[src/sv/rcfr_pkg.sv]
// ----------------------------------------------------------------------------
// rcfr_pkg: shared types and decode functions for the rc frame receiver
// frame lengths, header codes, result layout and bit unpacking of frames
// ----------------------------------------------------------------------------
package rcfr_pkg;

  localparam int unsigned CH_W       = 11;
  localparam int unsigned NUM_CH     = 8;
  localparam int unsigned DBUS_LEN   = 18;
  localparam int unsigned SBUS_LEN   = 25;
  localparam logic [7:0]  SBUS_HEAD  = 8'h0F;
  localparam logic [7:0]  SBUS_TAIL  = 8'h00;
  localparam int unsigned CFG_IDX_W  = 4;
  localparam int unsigned CFG_DATA_W = 16;

  typedef enum logic [1:0] {
    KIND_NONE = 2'd0,
    KIND_DBUS = 2'd1,
    KIND_SBUS = 2'd2
  } kind_t;

  typedef enum logic [CFG_IDX_W-1:0] {
    CFG_GAP_MS          = 4'd0,
    CFG_LINK_TIMEOUT_MS = 4'd1
  } cfg_idx_t;

  typedef logic [NUM_CH-1:0][CH_W-1:0] chan_arr_t;

  // one result transaction
  typedef struct packed {
    kind_t       kind;
    chan_arr_t   chans;
    logic [1:0]  sw_left;
    logic [1:0]  sw_right;
    logic        link;
  } result_t;

  // bytes of a frame in arrival order, index 0 first
  typedef logic [11:0][7:0] frame_win_t;

  typedef struct packed {
    chan_arr_t  chans;
    logic [1:0] sw_left;
    logic [1:0] sw_right;
  } decode_t;

  // dbus: four channels from bytes 0..5, switches in byte 5
  function automatic decode_t decode_dbus(input frame_win_t b);
    logic [15:0] w01;
    logic [15:0] w12;
    logic [23:0] w234;
    logic [15:0] w45;
    decode_t     d;
    w01  = {b[1], b[0]};
    w12  = {b[2], b[1]};
    w234 = {b[4], b[3], b[2]};
    w45  = {b[5], b[4]};
    d          = '0;
    d.chans[0] = w01[10:0];
    d.chans[1] = w12[13:3];
    d.chans[2] = w234[16:6];
    d.chans[3] = w45[11:1];
    d.sw_left  = b[5][5:4];
    d.sw_right = b[5][7:6];
    return d;
  endfunction

  // sbus: eight channels packed lsb first from byte 1 on
  function automatic chan_arr_t decode_sbus(input frame_win_t b);
    logic [15:0] w12;
    logic [15:0] w23;
    logic [23:0] w345;
    logic [15:0] w56;
    logic [15:0] w67;
    logic [23:0] w789;
    logic [15:0] w910;
    logic [15:0] w1011;
    chan_arr_t   c;
    w12   = {b[2], b[1]};
    w23   = {b[3], b[2]};
    w345  = {b[5], b[4], b[3]};
    w56   = {b[6], b[5]};
    w67   = {b[7], b[6]};
    w789  = {b[9], b[8], b[7]};
    w910  = {b[10], b[9]};
    w1011 = {b[11], b[10]};
    c[0] = w12[10:0];
    c[1] = w23[13:3];
    c[2] = w345[16:6];
    c[3] = w56[11:1];
    c[4] = w67[14:4];
    c[5] = w789[17:7];
    c[6] = w910[12:2];
    c[7] = w1011[15:5];
    return c;
  endfunction

endpackage

[src/sv/rc_frame_receiver_unit.sv]
// ----------------------------------------------------------------------------
// rc_frame_receiver_unit: remote-control frame decoder (dbus / sbus)
//
// input channel (in_valid / in_stall): cmd 0 carries a received uart byte in
// rx_byte, cmd 1 is a one millisecond tick. every accepted transaction makes
// exactly one result transaction on the output channel (out_valid /
// out_stall) with the frame kind just completed and the held channel,
// switch and link values after that item.
// throughput: one item per cycle while in_stall is low. the result of an
// accepted item is registered in the output buffer; all per-item work is one
// pass through the counters and the decode of fixed taps of the byte chain.
// a two-entry output buffer decouples the sides: in_stall rises only when a
// result is held and a second one waits behind it while out_stall is high.
// config (cfg_valid / cfg_ready, cfg_index, cfg_data) is always ready and
// must be written only while the block is idle.
// reset (rst, synchronous) clears counters, link flag, channel and switch
// stores, empties the output buffer and loads gap_ms 2 and timeout 100.
// the frame byte chain is not reset; a decode only reads bytes of the
// current frame.
// ----------------------------------------------------------------------------
module rc_frame_receiver_unit #(
  parameter int unsigned FRAME_DEPTH = 25
) (
  input  logic                                  clk,
  input  logic                                  rst,
  // item input
  input  logic                                  in_valid,
  output logic                                  in_stall,
  input  logic                                  cmd,
  input  logic [7:0]                            rx_byte,
  // result output
  output logic                                  out_valid,
  input  logic                                  out_stall,
  output logic [1:0]                            frame_kind,
  output logic [rcfr_pkg::CH_W-1:0]             channel_0,
  output logic [rcfr_pkg::CH_W-1:0]             channel_1,
  output logic [rcfr_pkg::CH_W-1:0]             channel_2,
  output logic [rcfr_pkg::CH_W-1:0]             channel_3,
  output logic [rcfr_pkg::CH_W-1:0]             channel_4,
  output logic [rcfr_pkg::CH_W-1:0]             channel_5,
  output logic [rcfr_pkg::CH_W-1:0]             channel_6,
  output logic [rcfr_pkg::CH_W-1:0]             channel_7,
  output logic [1:0]                            switch_left,
  output logic [1:0]                            switch_right,
  output logic                                  link_up,
  // config write
  input  logic                                  cfg_valid,
  output logic                                  cfg_ready,
  input  logic [rcfr_pkg::CFG_IDX_W-1:0]        cfg_index,
  input  logic [rcfr_pkg::CFG_DATA_W-1:0]       cfg_data
);

  // the last byte of a frame never needs storing, it is decoded on arrival
  localparam int unsigned NCELL   = FRAME_DEPTH - 1;
  localparam int unsigned CNT_W   = $clog2(FRAME_DEPTH);
  localparam int unsigned CNTP_W  = CNT_W + 1;
  // chain taps: byte i of a frame sits in cell (len - 2 - i) on arrival of
  // the frame's last byte
  localparam int unsigned DBUS_TOP = rcfr_pkg::DBUS_LEN - 2;
  localparam int unsigned SBUS_TOP = rcfr_pkg::SBUS_LEN - 2;

  // configuration
  logic [7:0]  gap_ms;
  logic [15:0] link_timeout_ms;

  // control state
  logic [CNT_W-1:0] byte_count;
  logic [CNT_W-1:0] byte_count_next;
  logic [7:0]       ms_since_byte;
  logic [7:0]       ms_since_byte_next;
  logic [15:0]      ms_since_frame;
  logic [15:0]      ms_since_frame_next;
  logic             link_flag;
  logic             link_flag_next;
  rcfr_pkg::chan_arr_t channel_store;
  rcfr_pkg::chan_arr_t channel_store_next;
  logic [1:0]       sw_left;
  logic [1:0]       sw_left_next;
  logic [1:0]       sw_right;
  logic [1:0]       sw_right_next;

  logic              accept;
  logic              shift;
  logic [CNT_W-1:0]  cnt_eff;
  logic [CNTP_W-1:0] cnt_new;
  rcfr_pkg::kind_t   kind;
  rcfr_pkg::frame_win_t dbus_win;
  rcfr_pkg::frame_win_t sbus_win;
  rcfr_pkg::decode_t    dbus_dec;
  rcfr_pkg::result_t    res;
  rcfr_pkg::result_t    out_res;
  logic [7:0]           sbus_first;
  logic                 buf_full;

  logic [7:0] cell_q [NCELL];

  assign accept    = in_valid && !in_stall;
  assign in_stall  = buf_full;
  assign cfg_ready = 1'b1;

  // ---------------------------------------------------------------------------
  // config registers
  // ---------------------------------------------------------------------------
  always_ff @(posedge clk) begin
    if (rst) begin
      gap_ms          <= 8'd2;
      link_timeout_ms <= 16'd100;
    end else if (cfg_valid && cfg_ready) begin
      unique case (cfg_index)
        rcfr_pkg::CFG_GAP_MS:          gap_ms          <= cfg_data[7:0];
        rcfr_pkg::CFG_LINK_TIMEOUT_MS: link_timeout_ms <= cfg_data;
        default: ;
      endcase
    end
  end

  // ---------------------------------------------------------------------------
  // byte chain: cell 0 takes the incoming byte, every cell passes its byte on
  // ---------------------------------------------------------------------------
  for (genvar k = 0; k < NCELL; k++) begin : g_cell
    if (k == 0) begin : g_head
      rcfr_byte_cell u_cell (
        .clk  (clk),
        .shift(shift),
        .din  (rx_byte),
        .dout (cell_q[k])
      );
    end else begin : g_link
      rcfr_byte_cell u_cell (
        .clk  (clk),
        .shift(shift),
        .din  (cell_q[k-1]),
        .dout (cell_q[k])
      );
    end
  end

  // fixed taps into the chain for both frame formats
  always_comb begin
    dbus_win = '0;
    sbus_win = '0;
    for (int i = 0; i < 6; i++) begin
      dbus_win[i] = cell_q[DBUS_TOP - i];
    end
    for (int i = 1; i < 12; i++) begin
      sbus_win[i] = cell_q[SBUS_TOP - i];
    end
  end

  assign sbus_first = cell_q[SBUS_TOP];
  assign dbus_dec   = rcfr_pkg::decode_dbus(dbus_win);

  // ---------------------------------------------------------------------------
  // per-item update
  // ---------------------------------------------------------------------------
  always_comb begin
    byte_count_next     = byte_count;
    ms_since_byte_next  = ms_since_byte;
    ms_since_frame_next = ms_since_frame;
    link_flag_next      = link_flag;
    channel_store_next  = channel_store;
    sw_left_next        = sw_left;
    sw_right_next       = sw_right;
    kind                = rcfr_pkg::KIND_NONE;
    shift               = 1'b0;
    cnt_eff             = byte_count;
    cnt_new             = CNTP_W'(byte_count) + 1'b1;

    if (accept) begin
      if (cmd) begin
        // millisecond tick
        if (ms_since_frame >= link_timeout_ms) begin
          link_flag_next = 1'b0;
        end
        if (ms_since_byte != 8'hFF) begin
          ms_since_byte_next = ms_since_byte + 8'd1;
        end
        if (ms_since_frame != 16'hFFFF) begin
          ms_since_frame_next = ms_since_frame + 16'd1;
        end
      end else begin
        // received byte; a long gap drops the partial frame
        if (byte_count != '0 && ms_since_byte >= gap_ms) begin
          cnt_eff = '0;
        end
        cnt_new            = CNTP_W'(cnt_eff) + 1'b1;
        ms_since_byte_next = '0;
        if (CNTP_W'(cnt_eff) >= CNTP_W'(FRAME_DEPTH)) begin
          byte_count_next = '0;
        end else begin
          shift           = 1'b1;
          byte_count_next = cnt_new[CNT_W-1:0];
          if (cnt_new == CNTP_W'(rcfr_pkg::DBUS_LEN)) begin
            channel_store_next[3:0] = dbus_dec.chans[3:0];
            sw_left_next            = dbus_dec.sw_left;
            sw_right_next           = dbus_dec.sw_right;
            link_flag_next          = 1'b1;
            ms_since_frame_next     = '0;
            kind                    = rcfr_pkg::KIND_DBUS;
            byte_count_next         = '0;
          end else if (cnt_new == CNTP_W'(rcfr_pkg::SBUS_LEN)) begin
            // last byte is the footer, still on the input
            if (sbus_first == rcfr_pkg::SBUS_HEAD && rx_byte == rcfr_pkg::SBUS_TAIL) begin
              channel_store_next  = rcfr_pkg::decode_sbus(sbus_win);
              link_flag_next      = 1'b1;
              ms_since_frame_next = '0;
              kind                = rcfr_pkg::KIND_SBUS;
            end
            byte_count_next = '0;
          end
        end
      end
    end
  end

  always_ff @(posedge clk) begin
    if (rst) begin
      byte_count     <= '0;
      ms_since_byte  <= '0;
      ms_since_frame <= '0;
      link_flag      <= 1'b0;
      channel_store  <= '0;
      sw_left        <= '0;
      sw_right       <= '0;
    end else begin
      byte_count     <= byte_count_next;
      ms_since_byte  <= ms_since_byte_next;
      ms_since_frame <= ms_since_frame_next;
      link_flag      <= link_flag_next;
      channel_store  <= channel_store_next;
      sw_left        <= sw_left_next;
      sw_right       <= sw_right_next;
    end
  end

  // result carries the state after this item
  always_comb begin
    res.kind     = kind;
    res.chans    = channel_store_next;
    res.sw_left  = sw_left_next;
    res.sw_right = sw_right_next;
    res.link     = link_flag_next;
  end

  // ---------------------------------------------------------------------------
  // output buffer
  // ---------------------------------------------------------------------------
  rcfr_out_buffer u_out (
    .clk      (clk),
    .rst      (rst),
    .push     (accept),
    .push_data(res),
    .full     (buf_full),
    .out_valid(out_valid),
    .out_stall(out_stall),
    .out_data (out_res)
  );

  assign frame_kind   = out_res.kind;
  assign channel_0    = out_res.chans[0];
  assign channel_1    = out_res.chans[1];
  assign channel_2    = out_res.chans[2];
  assign channel_3    = out_res.chans[3];
  assign channel_4    = out_res.chans[4];
  assign channel_5    = out_res.chans[5];
  assign channel_6    = out_res.chans[6];
  assign channel_7    = out_res.chans[7];
  assign switch_left  = out_res.sw_left;
  assign switch_right = out_res.sw_right;
  assign link_up      = out_res.link;

  // ---------------------------------------------------------------------------
  // assertions
  // ---------------------------------------------------------------------------

  // a stalled input means a result is waiting at the output
  a_stall_needs_output: assert property (@(posedge clk) disable iff (rst)
    in_stall |-> out_valid)
    else $error("input stalled with no result at the output");

  // a dbus-length count always closes the frame
  a_count_below_dbus: assert property (@(posedge clk) disable iff (rst)
    CNTP_W'(byte_count) < CNTP_W'(rcfr_pkg::DBUS_LEN))
    else $error("byte count ran past the dbus frame length");

  // a decoded frame brings the link up and restarts the frame timer
  a_frame_sets_link: assert property (@(posedge clk) disable iff (rst)
    (accept && kind != rcfr_pkg::KIND_NONE) |=> (link_flag && ms_since_frame == '0))
    else $error("decoded frame did not raise the link");

  // ticks never touch the byte count
  a_tick_keeps_count: assert property (@(posedge clk) disable iff (rst)
    (accept && cmd) |=> $stable(byte_count))
    else $error("tick changed the byte count");

endmodule

[src/sv/rcfr_byte_cell.sv]
// ----------------------------------------------------------------------------
// rcfr_byte_cell: one byte cell of the frame shift chain
// takes its neighbor's byte whenever a received byte moves the chain
// ----------------------------------------------------------------------------
module rcfr_byte_cell (
  input  logic       clk,
  input  logic       shift,
  input  logic [7:0] din,
  output logic [7:0] dout
);

  logic [7:0] data;

  // payload only, no reset
  always_ff @(posedge clk) begin
    if (shift) begin
      data <= din;
    end
  end

  assign dout = data;

endmodule

[src/sv/rcfr_out_buffer.sv]
// ----------------------------------------------------------------------------
// rcfr_out_buffer: two-entry output skid buffer
// output register plus a spare slot so in_stall comes from a register only
// ----------------------------------------------------------------------------
module rcfr_out_buffer (
  input  logic              clk,
  input  logic              rst,
  input  logic              push,
  input  rcfr_pkg::result_t push_data,
  output logic              full,
  output logic              out_valid,
  input  logic              out_stall,
  output rcfr_pkg::result_t out_data
);

  logic              main_valid;
  logic              spare_valid;
  rcfr_pkg::result_t main_data;
  rcfr_pkg::result_t spare_data;
  logic              take;

  assign take = main_valid && !out_stall;

  always_ff @(posedge clk) begin
    if (rst) begin
      main_valid  <= 1'b0;
      spare_valid <= 1'b0;
    end else if (spare_valid) begin
      if (take) begin
        main_valid  <= 1'b1;
        spare_valid <= 1'b0;
      end
    end else if (push) begin
      if (!main_valid || take) begin
        main_valid <= 1'b1;
      end else begin
        spare_valid <= 1'b1;
      end
    end else if (take) begin
      main_valid <= 1'b0;
    end
  end

  always_ff @(posedge clk) begin
    if (spare_valid) begin
      if (take) begin
        main_data <= spare_data;
      end
    end else if (push) begin
      if (!main_valid || take) begin
        main_data <= push_data;
      end else begin
        spare_data <= push_data;
      end
    end
  end

  assign full      = spare_valid;
  assign out_valid = main_valid;
  assign out_data  = main_data;

endmodule

[config.mk]
export PLATFORM = sky130hd
export DESIGN_NAME = rc_frame_receiver_unit
export DESIGN_NICKNAME = d
export VERILOG_FILES = /design/src/sv/rcfr_pkg.sv /design/src/sv/rc_frame_receiver_unit.sv /design/src/sv/rcfr_byte_cell.sv /design/src/sv/rcfr_out_buffer.sv
export SDC_FILE = /design/constraint.sdc
export NUM_CORES = 1
export LEC_CHECK = 0
export BUFFER_PORTS_ARGS = -buffer_cell sky130_fd_sc_hd__buf_2
export CAP_MARGIN = 40
export CORE_UTILIZATION = 63
export CTS_CLUSTER_DIAMETER = 50
export DETAILED_ROUTE_END_ITERATION = 6
export GPL_TIMING_DRIVEN = 0
export PLACE_DENSITY = 0.82
export SLEW_MARGIN = 20
export SYNTH_ARGS = -nofsm -noshare
export SYNTH_HDL_FRONTEND = slang
export SYNTH_SLANG_ARGS = --single-unit
[constraint.sdc]
create_clock -name clk -period 28.6 [get_ports clk]
set_clock_uncertainty 0.05 [all_clocks]
set_input_delay 4.29 -clock clk [delete_from_list [all_inputs] [get_ports clk]]
set_output_delay 4.29 -clock clk [all_outputs]
set_load 0.01 [all_outputs]
# Word-level counts from Yosys, hierarchy flattened
# Cells that the tools add are included.
# op_classes
n_addsub,3
order_cmp,3
eq_ne,11
mux,57
bitwise,3
reduce_logical,24
# ops
cell,count
88-bit two-way mux,5
95-bit two-way mux,4
16-bit two-way mux,6
44-bit two-way mux,2
5-bit two-way mux,6
2-bit two-way mux,13
1-bit two-way mux,19
"16-bit by 1-bit adder with 16-bit output, second input constant",1
16-bit >= comparator,1
8-bit two-way mux,2
"16-bit != test, second input constant",1
"6-bit by 5-bit == test with 1-bit output, second input constant",2
3-bit AND reduction,3
"8-bit by 1-bit adder with 8-bit output, second input constant",1
"8-bit by 4-bit == test with 1-bit output, second input constant",1
8-bit >= comparator,1
8-bit zero test,1
"8-bit != test, second input constant",1
2-bit AND reduction,4
"5-bit by 1-bit adder with 6-bit output, second input constant",1
2-bit nonzero test,3
3-bit nonzero test,2
"5-bit >= comparator, second input constant",1
5-bit AND reduction,1
other kinds (10),19
# word_totals
reg_bits,530
input_bits,34

# Logic depth before layout (Yosys ltp)
# depth
word_depth,15
ltp_mapped,18
ltp_nobuf,14

# Cells and area by module
# A second synthesis with hierarchy kept.
# hier_totals
hier_cells,1407
area_unflattened_um2,19852.8
# modules_own_cells
module,instances,cells_each,area_per_inst_um2,seq_area_each_um2
rc_frame_receiver_unit,1,907,7120.6,2922.8
rcfr_out_buffer,1,308,6966.7,5745.5
rcfr_byte_cell,24,8,240.2,240.2

# Worst setup path after synthesis
# OpenSTA, ideal clock, no wires.
# synth_timing
path_type,input to register
start,in in_valid
end,reg byte_count[1]
arrival_time_ps,14906
path_slack_ps,13547
stages,5
n_path_buf,0
path_cell_list,nor2b_1 > nand2b_1 > a21oi_1 > a32oi_1 > nor2_1
# synth_via
elab_chain_len,2
# synth_lines
element,line,rtl
"start, declared",rc_frame_receiver_unit.sv:27,"input logic in_valid,"
1-bit logical AND,rc_frame_receiver_unit.sv:97,assign accept = in_valid && !in_stall;
2-bit AND reduction (no source line),-,
"end signal, assigned",rc_frame_receiver_unit.sv:226,byte_count <= byte_count_next;
"end, declared",rc_frame_receiver_unit.sv:67,logic [CNT_W-1:0] byte_count;
# Every way passes these cells.
# A chain may end at the register's enable or synchronous reset.

# Worst setup path in the final report
# layout_timing
start,in rx_byte[0]
end,"reg u_out.main_data (netlist bit u_out.out_data[58]), data pin"
# layout_via
elab_chain_len,11
# layout_lines
element,line,rtl
"start, declared",rc_frame_receiver_unit.sv:30,"input logic [7:0] rx_byte,"
8-bit zero test,rc_frame_receiver_unit.sv:203,if (sbus_first == rcfr_pkg::SBUS_HEAD && rx_byte == rcfr_pkg::SBUS_TAIL) begin
1-bit logical AND,rc_frame_receiver_unit.sv:203,
88-bit two-way mux,rc_frame_receiver_unit.sv:203,
88-bit two-way mux,rc_frame_receiver_unit.sv:201,end else if (cnt_new == CNTP_W'(rcfr_pkg::SBUS_LEN)) begin
44-bit two-way mux,rc_frame_receiver_unit.sv:193,if (cnt_new == CNTP_W'(rcfr_pkg::DBUS_LEN)) begin
88-bit two-way mux,rc_frame_receiver_unit.sv:188,if (CNTP_W'(cnt_eff) >= CNTP_W'(FRAME_DEPTH)) begin
88-bit two-way mux,rc_frame_receiver_unit.sv:170,if (cmd) begin
88-bit two-way mux,rc_frame_receiver_unit.sv:169,if (accept) begin
95-bit two-way mux,rcfr_out_buffer.sv:50,if (!main_valid || take) begin
95-bit two-way mux,rcfr_out_buffer.sv:49,end else if (push) begin
95-bit two-way mux,rcfr_out_buffer.sv:45,if (spare_valid) begin
"end signal, assigned",rcfr_out_buffer.sv:47,main_data <= spare_data;
"end signal, assigned",rcfr_out_buffer.sv:51,main_data <= push_data;
"end, declared",rcfr_out_buffer.sv:18,rcfr_pkg::result_t main_data;
# Every way passes these cells. The select of a mux whose other input is x is not followed.

==> results.sh <==
export IMPL_synth_area_top_cells="edfxtp_1 (57%), dfxtp_1 (15%), mux2i_1 (5.2%)"
export IMPL_worstMarginPinSlew_ns=0.862
export IMPL_fmax_mhz=141
export IMPL_gp_congestion=0.850
export IMPL_hp_class="register to register"
export IMPL_via_count=11900
export IMPL_critPathKind="input pin to register"
export IMPL_r2r_start="gap_ms[5]"
export IMPL_drc=0
export IMPL_cts_max_level=2
export IMPL_vdd_drop_max_uv=61.9
export IMPL_cts_sinks=530
export IMPL_yosysSeqAreaShare_pct=71.7
export IMPL_ctsHoldBuffers=0
export IMPL_grt_pass1_vias=11900
export IMPL_grt_ovfl_total=0
export IMPL_area_delta_synth_final_pct=16.0
export IMPL_cp_start_kind="input pin"
export IMPL_drtIter0Drc=1074
export IMPL_ys_warn_count=0
export IMPL_final_area_sq_um=23400
export IMPL_clockRootBuffer="clkbuf_16"
export IMPL_cp_required_ns=28.83
export IMPL_hold_depth=0
export IMPL_synth_edf_count=382
export IMPL_path_clk_slew_ns=0.06
export IMPL_grt_usage_pct=25.9
export IMPL_finalSetupTns_ns=0
export IMPL_die_y_um=181
export IMPL_dieArea_sq_um=32700
export IMPL_post_drt_via_cell_ratio=5.91
export IMPL_synth_top_area_cell="edfxtp_1"
export IMPL_drive_above_1_share_pct=18.5
export IMPL_arrival_ns=7.31
export IMPL_cts_tree="built"
export IMPL_nets=1635
export IMPL_coreArea_sq_um=31500
export IMPL_post_dp_hpwl_mm=28.3
export IMPL_fin_crit_ns=7.09
export IMPL_grt_max_degree=57
export IMPL_numCtsBuffers=51
export IMPL_synth_distinct_cells=67
export IMPL_start_util_pct=64.0
export IMPL_io_buffers=129
export IMPL_rsz0062_at_grt="false"
export IMPL_async_reset_ff_share_pct=0
export IMPL_finalWirelength_mm=41.7
export IMPL_worstPathMaxFanout=10
export IMPL_period_share_pct=24.8
export IMPL_synth_ff_type="edfxtp_1"
export IMPL_post_cts_buffers=0
export IMPL_synth_avg_cell_area_sq_um=14.7
export IMPL_status="finished, final reports clean"
export IMPL_max_slew_margin_pct=42.5
export IMPL_worstReg2RegEnd="u_out.out_data[37]"
export IMPL_synth_top_cell_area_share_pct=57.0
export IMPL_dpl_cell_area_sq_um=21700
export IMPL_wire_per_inst_um=20.7
export IMPL_power_total_mw=1.57
export IMPL_grt_pass1_wl_mm=65.3
export IMPL_synth_fp_nets=1435
export IMPL_die_x_um=181
export IMPL_first_pass_iters=4
export IMPL_synth_seq_cells=530
export IMPL_reg2reg_slack_ns=23.43
export IMPL_ios=132
export IMPL_maxSlewViolCount=0
export IMPL_ff2ff_path_depth=16
export IMPL_hold_end="g_cell[8].g_link.u_cell.dout[5]"
export IMPL_hold_viol_final=0
export IMPL_cts_resized=0
export IMPL_p_per_area_nw_per_um2=67.3
export IMPL_cts_max_path_buffers=3
export IMPL_antenna_found_initial=1
export IMPL_setup_violations=0
export IMPL_power_leakage_nw=9.39
export IMPL_clock_latency_ns=0.57
export IMPL_cap_violations=0
export IMPL_endpoint_kind="register"
export IMPL_synthesis_area_sq_um=20100
export IMPL_fp_row_count=65
export IMPL_hold_start="g_cell[7].g_link.u_cell.dout[5]"
export IMPL_ant_nets=0
export IMPL_synth_cells=1371
how the worst max path moves through the flow:
stage | start | depth (start not counted) | to
finish | rx_byte[0] | 9 | u_out.out_data[58]
detailed placement | rx_byte[0] | 9 | u_out.out_data[58]
floorplan | in_valid | 5 | byte_count[1]
global placement | in_valid | 6 | byte_count[1]
global route | rx_byte[0] | 9 | u_out.out_data[58]
CTS | rx_byte[0] | 9 | u_out.out_data[70]
layout make-up:
class | instances | area (sq um)
multi-input combinational | 644 | 4930
buffer | 70 | 323
fill | 1900 | 8110
timing repair buffer | 147 | 1070
inverter | 127 | 477
clock inverter | 16 | 111
clock buffer | 80 | 1510
antenna | 1 | 2.50
sequential | 530 | 14400
tap | 402 | 503
critical path: stages:
cell	delay (ns)
buf_2	0.11
nor4b_1	0.70
nand4_1	0.46
nor3_2	0.56
nand3_1	0.17
buf_2	0.24
buf_2	0.25
mux2i_1	0.39
mux2i_1	0.12
metrics by stage:
step	hold slack (ns)	utilization, %	setup slack, ns	instances
finish	0.360	74.2	21.51	2017
global route	0.374	74.2	21.49	2016
CTS	0.367	74.2	21.58	2016
detailed placement	0.355	69.1	21.07	1920
global placement	0.351	67.6	10.06	1902
floorplan	0.350	-	13.55	1371
synthesized netlist by cell type, types with 2 or more instances:
master     instances
edfxtp_1         382
dfxtp_1          148
inv_1            127
mux2i_1          104
nor2_1            75
nand2_1           52
and2_1            49
clkbuf_1          46
a21oi_1           44
a221o_1           42
and4_1            42
mux2_2            42
ha_1              30
buf_2             15
nand3_1           13
nand4_1           13
o31ai_1           13
or4_1             12
o21ai_0           10
a31oi_1            8
and3_1             8
nand2b_1           7
a21o_1             6
nor3_1             6
buf_6              5
nor2b_1            5
o211ai_1           5
a211o_1            4
mux2_1             4
nor4_1             4
buf_1              3
o2111ai_1          3
xor2_1             3
a211oi_1           2
a32oi_1            2
nor4b_1            2
o21a_1             2
o22ai_1            2
o31a_1             2
xnor2_1            2
cells by family after synthesis:
group | share of synthesized area [%]
mux | 7.82
xor+xnor | 0.217
fa+ha+maj | 1.86
buf+inv | 3.97
other cells | 0.0186
simple gates | 8.37
flops | 71.7
compound gates | 6.08
sequential cells by signal, indices dropped and copies added (netlist names):
| signal | flops |
|---|---|
| channel_store | 88 |
| sw_right | 2 |
| u_out.full | 1 |
| g_cell.g_link.u_cell.dout | 184 |
| ms_since_frame | 16 |
| sw_left | 2 |
| ms_since_byte | 8 |
| g_cell.g_head.u_cell.dout | 8 |
| link_flag | 1 |
| u_out.spare_data | 95 |
| link_timeout_ms | 16 |
| u_out.out_data | 95 |
| gap_ms | 8 |
| u_out.out_valid | 1 |
| byte_count | 5 |
placed cells by master, fill, tap and decap left out, types with 6 or more instances in the layout:
master,instances
edfxtp_1,382
dfxtp_1,148
buf_2,145
inv_1,127
mux2i_1,104
nor2_1,75
clkbuf_1,65
clkbuf_16,53
nand2_1,52
and2_1,49
a221o_1,42
a21oi_1,42
mux2_2,42
and4_1,42
ha_1,30
buf_16,14
o31ai_1,13
nand4_1,13
nand3_1,13
or4_1,12
o21ai_0,10
a31oi_1,8
clkbuf_8,8
and3_1,7
nand2b_1,7
buf_6,7
clkinv_2,7
a21o_1,6
nor3_1,6
per-layer routing:
metal  global-route usage, %  part of all wire [%]  wire, um
met2                    45.5                    51     21200
met3                    3.75                   6.0      2500
met1                    33.5                    41     16900
met5                       0                     0         0
met4                    7.76                   2.6      1080
where the power goes:
group	total, mW	internal [mW]	switching, mW
logic	0.0705	0.0257	0.0449
registers	0.860	0.849	0.0110
clock network	0.642	0.364	0.277
(Power assumes the default switching activity.)
